<file path="config.mk">
export PLATFORM = sky130hd
export DESIGN_NAME = cube_sphere_quad_vertex_gen
export DESIGN_NICKNAME = d
export VERILOG_FILES = /design/src/rtl/core/csq_pkg.sv /design/src/rtl/core/csq_norm.sv /design/src/rtl/core/cube_sphere_quad_vertex_gen.sv
export SDC_FILE = /design/constraint.sdc
export NUM_CORES = 2
export LEC_CHECK = 0
export ABC_AREA = 1
export BUFFER_PORTS_ARGS = -buffer_cell sky130_fd_sc_hd__buf_2
export CORE_MARGIN = 5
export CORE_UTILIZATION = 55
export DETAILED_ROUTE_END_ITERATION = 8
export PLACE_DENSITY_LB_ADDON = 0.2
export SKIP_CTS_REPAIR_TIMING = 1
export SLEW_MARGIN = 20
export SYNTH_ARGS = -nofsm -noshare
export SYNTH_HDL_FRONTEND = slang
export SYNTH_SLANG_ARGS = --single-unit
</file>
<file path="constraint.sdc">
create_clock -name i_clk -period 9.5 [get_ports i_clk]
set_input_delay 0.95 -clock i_clk [delete_from_list [all_inputs] [get_ports i_clk]]
set_output_delay 0.95 -clock i_clk [all_outputs]
set_load 0.02 [all_outputs]
</file>
<file path="src/rtl/core/csq_pkg.sv">
`timescale 1ns / 1ps
`default_nettype none
package csq_pkg;
    localparam int CSQ_MAX_LEVEL = 6;
    localparam int CSQ_FRAC_BITS = 14;
    localparam int CSQ_QUAD_W = 15;
    localparam int CSQ_LVL_W = 3;
    localparam int CSQ_COORD_W = 16;

    // corner sign bits: 1 means negative, order x, y, z
    function automatic logic [2:0] corner_neg(input logic [2:0] idx);
        logic [2:0] r;
        begin
            case (idx)
                3'd0: r = 3'b110;
                3'd1: r = 3'b100;
                3'd2: r = 3'b000;
                3'd3: r = 3'b010;
                3'd4: r = 3'b111;
                3'd5: r = 3'b101;
                3'd6: r = 3'b001;
                default: r = 3'b011;
            endcase
            return r;
        end
    endfunction

    function automatic logic [2:0] face_corner(input logic [2:0] face, input logic [1:0] k);
        logic [11:0] row;
        begin
            case (face)
                3'd0: row = {3'd2, 3'd3, 3'd0, 3'd1};
                3'd1: row = {3'd6, 3'd7, 3'd3, 3'd2};
                3'd2: row = {3'd7, 3'd4, 3'd0, 3'd3};
                3'd3: row = {3'd2, 3'd1, 3'd5, 3'd6};
                3'd4: row = {3'd7, 3'd6, 3'd5, 3'd4};
                default: row = {3'd1, 3'd0, 3'd4, 3'd5};
            endcase
            return row[k*3 +: 3];
        end
    endfunction
endpackage
`default_nettype wire

</file>
<file path="src/rtl/core/csq_norm.sv">
`timescale 1ns / 1ps
`default_nettype none
// Iterative vector normalizer: one sum-of-squares multiply a cycle,
// then a bit-serial square root, then three bit-serial restoring divides.
// Steps from start to done: capture, three squares, the root steps, three
// divides, done.
module csq_norm #(
    parameter int FRAC = csq_pkg::CSQ_FRAC_BITS,
    parameter int IW   = csq_pkg::CSQ_FRAC_BITS + 4
) (
    input  wire              i_clk,
    input  wire              i_rst_n,
    input  wire              i_start,
    input  wire signed [IW-1:0] i_x,
    input  wire signed [IW-1:0] i_y,
    input  wire signed [IW-1:0] i_z,
    output logic             o_done,
    output logic signed [FRAC+1:0] o_x,
    output logic signed [FRAC+1:0] o_y,
    output logic signed [FRAC+1:0] o_z
);
    import csq_pkg::*;
    localparam int SW = 2*IW + 2;           // sum of three squares
    localparam int RW = IW + 1;             // square root
    localparam int OW = FRAC + 2;           // quotient and output
    localparam int NW = IW + FRAC + 2;      // numerator width (m << F+1) + len
    localparam int DW = RW + 2;             // partial remainder

    typedef enum logic [4:0] {
        S_IDLE = 5'b00001, S_SQ = 5'b00010, S_ROOT = 5'b00100,
        S_DIV = 5'b01000, S_FIN = 5'b10000
    } t_state;

    t_state r_state;
    logic [1:0] r_comp;
    logic [SW-1:0] r_s;
    logic [RW-1:0] r_root;
    logic [SW-1:0] r_rem;
    logic [5:0] r_cnt;
    logic [IW-1:0] r_mag [3];
    logic [2:0] r_neg;
    logic [OW-1:0] r_num;                   // low numerator bits still to shift in
    logic [DW-1:0] r_dr;
    logic [OW-1:0] r_q;
    logic [OW-1:0] r_res [3];

    logic [IW-1:0] w_m;
    logic [2*IW-1:0] w_sq;
    logic [SW-1:0] w_trial, w_rsh;
    logic [NW-1:0] w_nld;
    logic [DW-1:0] w_den, w_drs;
    logic w_ge;
    logic [OW-1:0] w_qn, w_qs;

    assign w_m  = r_mag[r_comp];
    assign w_sq = w_m * w_m;
    // restoring sqrt step on a pair of bits
    assign w_rsh = {r_rem[SW-3:0], r_s[SW-1 -: 2]};
    assign w_trial = {{(SW-RW-2){1'b0}}, r_root, 2'b01};
    // rounded divide: ((m << F+1) + len) / (2 * len)
    assign w_nld = NW'({w_m, (FRAC+1)'(0)}) + NW'(r_root);
    assign w_den = {1'b0, r_root, 1'b0};
    assign w_drs = {r_dr[DW-2:0], r_num[OW-1]};
    assign w_ge = (w_drs >= w_den);
    assign w_qn = {r_q[OW-2:0], w_ge};
    assign w_qs = (w_qn > OW'(1 << FRAC)) ? OW'(1 << FRAC) : w_qn;

    always_ff @(posedge i_clk) begin
        if (!i_rst_n) begin
            r_state <= S_IDLE;
        end else begin
            unique case (r_state)
                S_IDLE: if (i_start) r_state <= S_SQ;
                S_SQ: if (r_comp == 2'd2) r_state <= S_ROOT;
                S_ROOT: if (r_cnt == 6'(SW/2 - 1)) r_state <= S_DIV;
                S_DIV: if (r_cnt == 6'(OW) && r_comp == 2'd2) r_state <= S_FIN;
                S_FIN: r_state <= S_IDLE;
                default: r_state <= S_IDLE;
            endcase
        end
    end

    always_ff @(posedge i_clk) begin
        unique case (r_state)
            S_IDLE: begin
                r_mag[0] <= i_x[IW-1] ? IW'(-i_x) : i_x;
                r_mag[1] <= i_y[IW-1] ? IW'(-i_y) : i_y;
                r_mag[2] <= i_z[IW-1] ? IW'(-i_z) : i_z;
                r_neg <= {i_z[IW-1], i_y[IW-1], i_x[IW-1]};
                r_comp <= '0;
                r_s <= '0;
            end
            S_SQ: begin
                r_s <= r_s + SW'(w_sq);
                r_comp <= (r_comp == 2'd2) ? 2'd0 : r_comp + 2'd1;
                r_rem <= '0;
                r_root <= '0;
                r_cnt <= '0;
            end
            S_ROOT: begin
                r_s <= {r_s[SW-3:0], 2'b00};
                if (w_rsh >= w_trial) begin
                    r_rem <= w_rsh - w_trial;
                    r_root <= {r_root[RW-2:0], 1'b1};
                end else begin
                    r_rem <= w_rsh;
                    r_root <= {r_root[RW-2:0], 1'b0};
                end
                r_cnt <= r_cnt + 6'd1;
                if (r_cnt == 6'(SW/2 - 1))
                    r_cnt <= '0;
            end
            S_DIV: begin
                if (r_cnt == '0) begin
                    // load the high numerator bits, keep the low ones to shift in
                    r_dr <= DW'(w_nld[NW-1:OW]);
                    r_num <= w_nld[OW-1:0];
                    r_q <= '0;
                    r_cnt <= 6'd1;
                end else begin
                    r_dr <= w_ge ? (w_drs - w_den) : w_drs;
                    r_num <= {r_num[OW-2:0], 1'b0};
                    r_q <= w_qn;
                    r_cnt <= r_cnt + 6'd1;
                    if (r_cnt == 6'(OW)) begin
                        r_res[r_comp] <= w_qs;
                        r_cnt <= '0;
                        if (r_comp != 2'd2)
                            r_comp <= r_comp + 2'd1;
                    end
                end
            end
            default: ;
        endcase
    end

    assign o_done = (r_state == S_FIN);
    always_comb begin
        o_x = (r_root == '0) ? '0 : (r_neg[0] ? -$signed(r_res[0]) : $signed(r_res[0]));
        o_y = (r_root == '0) ? '0 : (r_neg[1] ? -$signed(r_res[1]) : $signed(r_res[1]));
        o_z = (r_root == '0) ? '0 : (r_neg[2] ? -$signed(r_res[2]) : $signed(r_res[2]));
    end
endmodule
`default_nettype wire

</file>
<file path="src/rtl/core/cube_sphere_quad_vertex_gen.sv">
`timescale 1ns / 1ps
`default_nettype none
// channel   | ports                                         | handshake
// config    | i_cfg_we, i_cfg_data[2:0]                     | write when we high
// quad in   | i_start, i_quad_number[14:0], o_busy          | start & !busy
// vertex out| o_valid, o_pos_*, o_norm_*, o_tex_u/v, o_last | one cycle each
// An item runs 8 + 5*level normalizations (4 at level zero), each on the
// one shared normalizer (squares, root, three serial divides), plus an
// S_NEXT step per level and the six output vertices.
// Busy stays high the whole time.
// Reset is synchronous, active low; clears control, level reads 0.
// Six vertices leave on consecutive cycles; the receiver cannot stall.
module cube_sphere_quad_vertex_gen #(
    parameter int MAX_LEVEL = csq_pkg::CSQ_MAX_LEVEL
) (
    input  wire        i_clk,
    input  wire        i_rst_n,
    input  wire        i_cfg_we,
    input  wire [csq_pkg::CSQ_LVL_W-1:0] i_cfg_data,
    input  wire        i_start,
    input  wire [csq_pkg::CSQ_QUAD_W-1:0] i_quad_number,
    output logic       o_busy,
    output logic       o_valid,
    output logic signed [15:0] o_pos_x,
    output logic signed [15:0] o_pos_y,
    output logic signed [15:0] o_pos_z,
    output logic signed [15:0] o_norm_x,
    output logic signed [15:0] o_norm_y,
    output logic signed [15:0] o_norm_z,
    output logic       o_tex_u,
    output logic       o_tex_v,
    output logic       o_last_vertex
);
    import csq_pkg::*;
    localparam int F = CSQ_FRAC_BITS;
    localparam int IW = F + 4;
    localparam int CW = F + 2;

    typedef enum logic [6:0] {
        S_IDLE = 7'b0000001, S_CORN = 7'b0000010, S_MID = 7'b0000100,
        S_NWAIT = 7'b0001000, S_VNORM = 7'b0010000, S_EMIT = 7'b0100000,
        S_NEXT = 7'b1000000
    } t_state;

    t_state r_state;
    logic [CSQ_LVL_W-1:0] r_cfg, r_lvl;
    logic [CSQ_QUAD_W-1:0] r_q;
    logic [2:0] r_face;
    logic signed [CW-1:0] r_v [4][3];   // quad a..d
    logic signed [CW-1:0] r_n [4][3];   // normals of corners
    logic signed [CW-1:0] r_m [5][3];   // mab, mbc, mcd, mda, ctr
    logic [2:0] r_k;                    // job index
    logic [2:0] r_vi;                   // emitted vertex
    logic r_nstart;

    logic signed [IW-1:0] w_ix, w_iy, w_iz;
    logic w_done;
    logic signed [CW-1:0] w_ox, w_oy, w_oz;
    logic [CSQ_LVL_W-1:0] w_lvl;
    logic [CSQ_QUAD_W-1:0] w_qsh;
    logic w_face_ok;
    logic [2:0] w_face;
    logic [1:0] w_dig;
    logic [2:0] w_cn;
    logic [1:0] w_pa, w_pb, w_ei;

    assign w_lvl = (i_cfg_data > CSQ_LVL_W'(MAX_LEVEL)) ? CSQ_LVL_W'(MAX_LEVEL) : i_cfg_data;
    // face number at full width, so any value above five is dropped
    assign w_qsh = i_quad_number >> (2*r_cfg);
    assign w_face = w_qsh[2:0];
    assign w_face_ok = (w_qsh <= CSQ_QUAD_W'(5));
    assign w_dig = 2'(r_q >> (2*(r_lvl - 3'd1)));
    assign w_cn = corner_neg(face_corner(r_face, r_k[1:0]));

    // midpoint job k: 0 ab, 1 bc, 2 cd, 3 da, 4 ac
    always_comb begin
        case (r_k)
            3'd0: begin w_pa = 2'd0; w_pb = 2'd1; end
            3'd1: begin w_pa = 2'd1; w_pb = 2'd2; end
            3'd2: begin w_pa = 2'd2; w_pb = 2'd3; end
            3'd3: begin w_pa = 2'd3; w_pb = 2'd0; end
            default: begin w_pa = 2'd0; w_pb = 2'd2; end
        endcase
        case (r_vi) inside
            3'd0, 3'd3: w_ei = 2'd0;
            3'd1: w_ei = 2'd1;
            3'd2, 3'd4: w_ei = 2'd2;
            default: w_ei = 2'd3;
        endcase
    end

    always_comb begin
        if (r_state == S_CORN) begin
            w_ix = w_cn[2] ? -IW'(1 << (F-1)) : IW'(1 << (F-1));
            w_iy = w_cn[1] ? -IW'(1 << (F-1)) : IW'(1 << (F-1));
            w_iz = w_cn[0] ? -IW'(1 << (F-1)) : IW'(1 << (F-1));
        end else if (r_state == S_VNORM) begin
            w_ix = IW'(r_v[r_k[1:0]][0]);
            w_iy = IW'(r_v[r_k[1:0]][1]);
            w_iz = IW'(r_v[r_k[1:0]][2]);
        end else begin
            w_ix = IW'(r_v[w_pa][0]) + IW'(r_v[w_pb][0]);
            w_iy = IW'(r_v[w_pa][1]) + IW'(r_v[w_pb][1]);
            w_iz = IW'(r_v[w_pa][2]) + IW'(r_v[w_pb][2]);
        end
    end

    csq_norm #(.FRAC(F), .IW(IW)) u_norm (
        .i_clk(i_clk), .i_rst_n(i_rst_n), .i_start(r_nstart),
        .i_x(w_ix), .i_y(w_iy), .i_z(w_iz), .o_done(w_done),
        .o_x(w_ox), .o_y(w_oy), .o_z(w_oz)
    );

    always_ff @(posedge i_clk) begin
        if (!i_rst_n) begin
            r_cfg <= '0;
        end else if (i_cfg_we) begin
            r_cfg <= w_lvl;
        end
    end

    // sequencer: corners, per-level midpoints, per-vertex normals, emit
    always_ff @(posedge i_clk) begin
        if (!i_rst_n) begin
            r_state <= S_IDLE;
            r_nstart <= 1'b0;
        end else begin
            r_nstart <= 1'b0;
            unique case (r_state)
                S_IDLE: if (i_start && w_face_ok) begin
                    r_q <= i_quad_number;
                    r_lvl <= r_cfg;
                    r_face <= w_face;
                    r_k <= '0;
                    r_state <= S_CORN;
                    r_nstart <= (r_cfg != '0);
                end
                S_CORN: begin
                    if (r_lvl == '0) begin
                        // raw cube corners, no normalization
                        r_v[r_k[1:0]][0] <= w_cn[2] ? -CW'(1 << (F-1)) : CW'(1 << (F-1));
                        r_v[r_k[1:0]][1] <= w_cn[1] ? -CW'(1 << (F-1)) : CW'(1 << (F-1));
                        r_v[r_k[1:0]][2] <= w_cn[0] ? -CW'(1 << (F-1)) : CW'(1 << (F-1));
                        r_k <= r_k + 3'd1;
                        if (r_k == 3'd3) begin
                            r_k <= '0; r_state <= S_VNORM; r_nstart <= 1'b1;
                        end
                    end else if (w_done) begin
                        r_v[r_k[1:0]][0] <= w_ox;
                        r_v[r_k[1:0]][1] <= w_oy;
                        r_v[r_k[1:0]][2] <= w_oz;
                        r_k <= r_k + 3'd1;
                        r_nstart <= 1'b1;
                        if (r_k == 3'd3) begin
                            r_k <= '0; r_state <= S_MID;
                        end
                    end
                end
                S_MID: if (w_done) begin
                    r_m[r_k][0] <= w_ox; r_m[r_k][1] <= w_oy; r_m[r_k][2] <= w_oz;
                    r_k <= r_k + 3'd1;
                    r_nstart <= 1'b1;
                    if (r_k == 3'd4) begin
                        r_k <= '0;
                        r_state <= S_NEXT;
                        r_nstart <= 1'b0;
                    end
                end
                S_NEXT: begin
                    case (w_dig)
                        2'd0: begin r_v[1] <= r_m[0]; r_v[2] <= r_m[4];
                            r_v[3] <= r_m[3]; end
                        2'd1: begin r_v[0] <= r_m[0]; r_v[2] <= r_m[1];
                            r_v[3] <= r_m[4]; end
                        2'd2: begin r_v[0] <= r_m[4]; r_v[1] <= r_m[1];
                            r_v[3] <= r_m[2]; end
                        default: begin r_v[0] <= r_m[3]; r_v[1] <= r_m[4];
                            r_v[2] <= r_m[2]; end
                    endcase
                    r_lvl <= r_lvl - 3'd1;
                    r_nstart <= 1'b1;
                    r_state <= (r_lvl == 3'd1) ? S_VNORM : S_MID;
                end
                S_VNORM: if (w_done) begin
                    r_n[r_k[1:0]][0] <= w_ox; r_n[r_k[1:0]][1] <= w_oy;
                    r_n[r_k[1:0]][2] <= w_oz;
                    r_k <= r_k + 3'd1;
                    r_nstart <= (r_k != 3'd3);
                    if (r_k == 3'd3) begin
                        r_vi <= '0; r_state <= S_EMIT;
                    end
                end
                S_EMIT: begin
                    r_vi <= r_vi + 3'd1;
                    if (r_vi == 3'd5) r_state <= S_IDLE;
                end
                default: r_state <= S_IDLE;
            endcase
        end
    end

    assign o_busy = (r_state != S_IDLE);
    assign o_valid = (r_state == S_EMIT);
    assign o_pos_x = r_v[w_ei][0];
    assign o_pos_y = r_v[w_ei][1];
    assign o_pos_z = r_v[w_ei][2];
    assign o_norm_x = r_n[w_ei][0];
    assign o_norm_y = r_n[w_ei][1];
    assign o_norm_z = r_n[w_ei][2];
    assign o_tex_u = (w_ei == 2'd2) || (w_ei == 2'd3);
    assign o_tex_v = (w_ei == 2'd1) || (w_ei == 2'd2);
    assign o_last_vertex = o_valid && (r_vi == 3'd5);

    a_last_once: assert property (@(posedge i_clk) disable iff (!i_rst_n)
        o_last_vertex |=> !o_valid) else $error("vertex after last");
    a_busy_out: assert property (@(posedge i_clk) disable iff (!i_rst_n)
        o_valid |-> o_busy) else $error("output while idle");
    a_lvl_cap: assert property (@(posedge i_clk) disable iff (!i_rst_n)
        r_cfg <= CSQ_LVL_W'(MAX_LEVEL)) else $error("level above max");
endmodule
`default_nettype wire
</file>
==> flow_summary.yaml <==
placed_design:
  hpwl_mm: 147.3
  portBuffers: 122
  gp_congestion: 0.9595
  dp_slack_ps: 1419
min_path:
  hold_depth: 1
  hold_end: "r_q[2]"
  hp-class: "input pin to register"
  min_from: "i_quad_number[2]"
route:
  drt-pass1-iter-count: 6
  wl_per_cell_um: 22.12
  wirelength_mm: 206.5
  ant_nets: 0
  drt_iter0_drc: 6723
  viasPerCell: 5.946
  vias: 55512
  drc_errors: 0
sta:
  hold_viol: 0
  fin_ws_ps: 1316
  period_share_pct: 86.15
  fmax_mhz: 122.2
  finalSetupViolations: 0
  rsz0062_at_grt: "false"
  tns_ps: 0
  slew_viol_final: 0
  worst_pin_slew_ps: 1136
  clock_skew_ps: 43.18
  fin_crit_ps: 8184
  relSlewSlack_pct: 24.21
setup_path:
  crit_path_max_fanout: 35
  critPathLaunchType: "register"
  required_ps: 9950
  worst_path_most_repeated_cell: "inv_1"
  end_kind: "register"
  ff2ff_path_depth: 28
  cpPeakStageDelay_ps: 810
  reg2reg_to: "u_norm.r_s[29]"
  r2r_setup_slack_ps: 1320
  crit_arrival_ps: 8630
  critPathSlowestCell: "o21ai_0"
  crit_type: "register to register"
floorplanning:
  io_pins: 123
  die_area_mm2: 0.1245
  die_h_um: 352.8
  start_util_pct: 55.47
  core_area_mm2: 0.1165
  die_w_um: 352.8
  rows: 125
final_layout:
  fillers: 10253
  nets: 8239
  drive_gt1_share_pct: 6.517
  syn_to_final_growth_pct: 8.053
yosys:
  synth_compound_area_share_pct: 15.43
  synth_xor_area_share_pct: 1.531
  synth_top_family_by_area: "simple AND/OR/NAND/NOR gates"
  ys_seq_area_share_pct: 42.77
  synthMuxAreaShare_pct: 0.1239
  ys_ff_latch: 927
  netlist_instances: 7753
  synth-async-reset-ratio_pct: 0
  synth_flop_cell: "edfxtp_1"
  post_synth_and_or_nand_nor_area_fraction_pct: 17.98
  yosysWarningCount: 0
  syn_avg_cell_area_um2: 8.337
  synthAdderAreaFrac_pct: 12.35
  syn-cell-area_mm2: 0.06464
  synth_edf_count: 908
  ys_types: 66
grt:
  grt_pass1_vias: 52730
  antenna_found_initial: 4
  overflow: 0
  grt_start_max_net_pins: 111
  grt_pass1_wl_mm: 314.0
  grt_util_all_layers_pct: 32.52
run:
  drv_cap: 0
clock_tree:
  clk_pin_slew_ps: 60
  cts_tree: "built"
  htreeDepth: 3
  cts.sinks: 927
  cts_root_buf: "clkbuf_16"
  cts_made_buffers: 101
  worstSkewPairLatency_ps: 720
  cts_buffer_depth: 3
outcome:
  status: "finished clean"
-- routing by layer --
layer / wire length, um / vias up / track usage (%)
met1: 82720 / 26363 / 43.91
met5: 13 / - / 0
met3: 22270 / 479 / 7.076
met4: 8555 / 2 / 12.50
met2: 92910 / 2864 / 51.80
li1: - / 25804 / -
-- worst max-delay path: cells and delay by family (launching register included) --
family | cells | cell delay (ps)
buffers and inverters | 9 | 1460
AOI/OAI and AO/OA | 4 | 1750
DFF | 1 | 350
adders and majority gates | 7 | 3360
and+or+nand+nor | 8 | 1040
-- synth_stat cells (all sizes together), types with 24 or more instances --
cell type / count / area [um2]
nand2: 1405 / 5299
inv: 1268 / 4762
edfxtp: 908 / 27270
o21ai: 859 / 4318
nor2: 776 / 2958
a21oi: 470 / 2356
nand3: 432 / 2175
fa: 250 / 5005
ha: 238 / 2978
clkbuf: 199 / 747.0
buf: 151 / 802.0
o211ai: 131 / 993.4
o22ai: 125 / 782.0
xor2: 58 / 508.0
nor3: 55 / 280.3
xnor2: 55 / 481.7
nand4: 53 / 352.8
or2: 53 / 331.6
a31oi: 38 / 237.7
o21a: 34 / 255.2
o21bai: 34 / 255.2
o221ai: 24 / 210.2
-- sequential cells by signal, summed over array words and instances, names as in the netlist, named ones only --
| signal | flops |
|---|---|
| r_q | 15 |
| u_norm.r_dr | 20 |
| u_norm.r_q | 15 |
| r_nstart | 1 |
| u_norm.r_rem | 36 |
| r_lvl | 3 |
| u_norm.r_state | 5 |
| r_v | 192 |
| u_norm.r_mag | 54 |
| r_m | 240 |
| r_face | 3 |
| u_norm.r_res | 48 |
| u_norm.r_comp | 2 |
| u_norm.r_neg | 3 |
| r_n | 192 |
| r_state | 6 |
| r_vi | 3 |
| u_norm.r_cnt | 6 |
| u_norm.r_root | 19 |
| u_norm.r_s | 38 |
| r_k | 3 |
| u_norm.r_num | 16 |
| r_cfg | 3 |
-- cell usage in the layout, fill, tap and decap left out, types with 58 or more instances in the layout --
| cell type | count |
|---|---|
| nand2_1 | 1390 |
| inv_1 | 1244 |
| edfxtp_1 | 908 |
| o21ai_0 | 794 |
| nor2_1 | 757 |
| a21oi_1 | 467 |
| nand3_1 | 428 |
| fa_1 | 250 |
| ha_1 | 238 |
| o211ai_1 | 129 |
| o22ai_1 | 125 |
| buf_2 | 122 |
| clkbuf_16 | 102 |
| buf_4 | 95 |
| o21ai_1 | 58 |
| xor2_1 | 58 |
-- per-stage QoR --
stage | instance area, um2 | std cells | hold WS, ps | util [%]
after floorplan | 64650 | 7758 | 448.4 | -
after global placement | 66590 | 9150 | 483.1 | 57.15
after detailed placement | 66590 | 9150 | 507.4 | 57.15
after CTS | 69840 | 9334 | 410.2 | 59.94
after global routing | 69840 | 9334 | 435.5 | 59.94
final | 69840 | 9336 | 454.3 | 59.94
-- area by class of cell --
cell class,count,area (um2),area share (%)
sequential,927,27650,39.59
inverter,1275,4800,6.872
antenna,2,5.005,0.007166
clock buffer,119,2616,3.746
tap,1524,1907,2.730
multi-input combinational,5206,30890,44.23
clock inverter,65,629.4,0.9011
timing repair buffer,218,1344,1.924
-- worst max path at each step --
stage          startpoint             end  slack [ps]  cells past startpoint
5_1_grt          register  u_norm.r_s[29]         830                     28
3_5_place_dp     register  u_norm.r_s[29]        1420                     28
4_1_cts          register  u_norm.r_s[29]        1460                     28
6_report         register  u_norm.r_s[29]        1320                     28
2_1_floorplan     i_rst_n       r_v[0][0]        1450                      5
3_3_place_gp     register  u_norm.r_s[29]        1570                     28
-- kinds of logic after synthesis --
| logic type | Yosys count |
|---|---|
| mux | 8 |
| compound gates | 1786 |
| buf+inv | 1625 |
| flops | 927 |
| simple gates | 2805 |
| xor+xnor | 113 |
| other cells | 1 |
| fa+ha+maj | 488 |
Power is not shown: default switching activity piles up to over one toggle a cycle in this logic, so the estimate is an artifact.
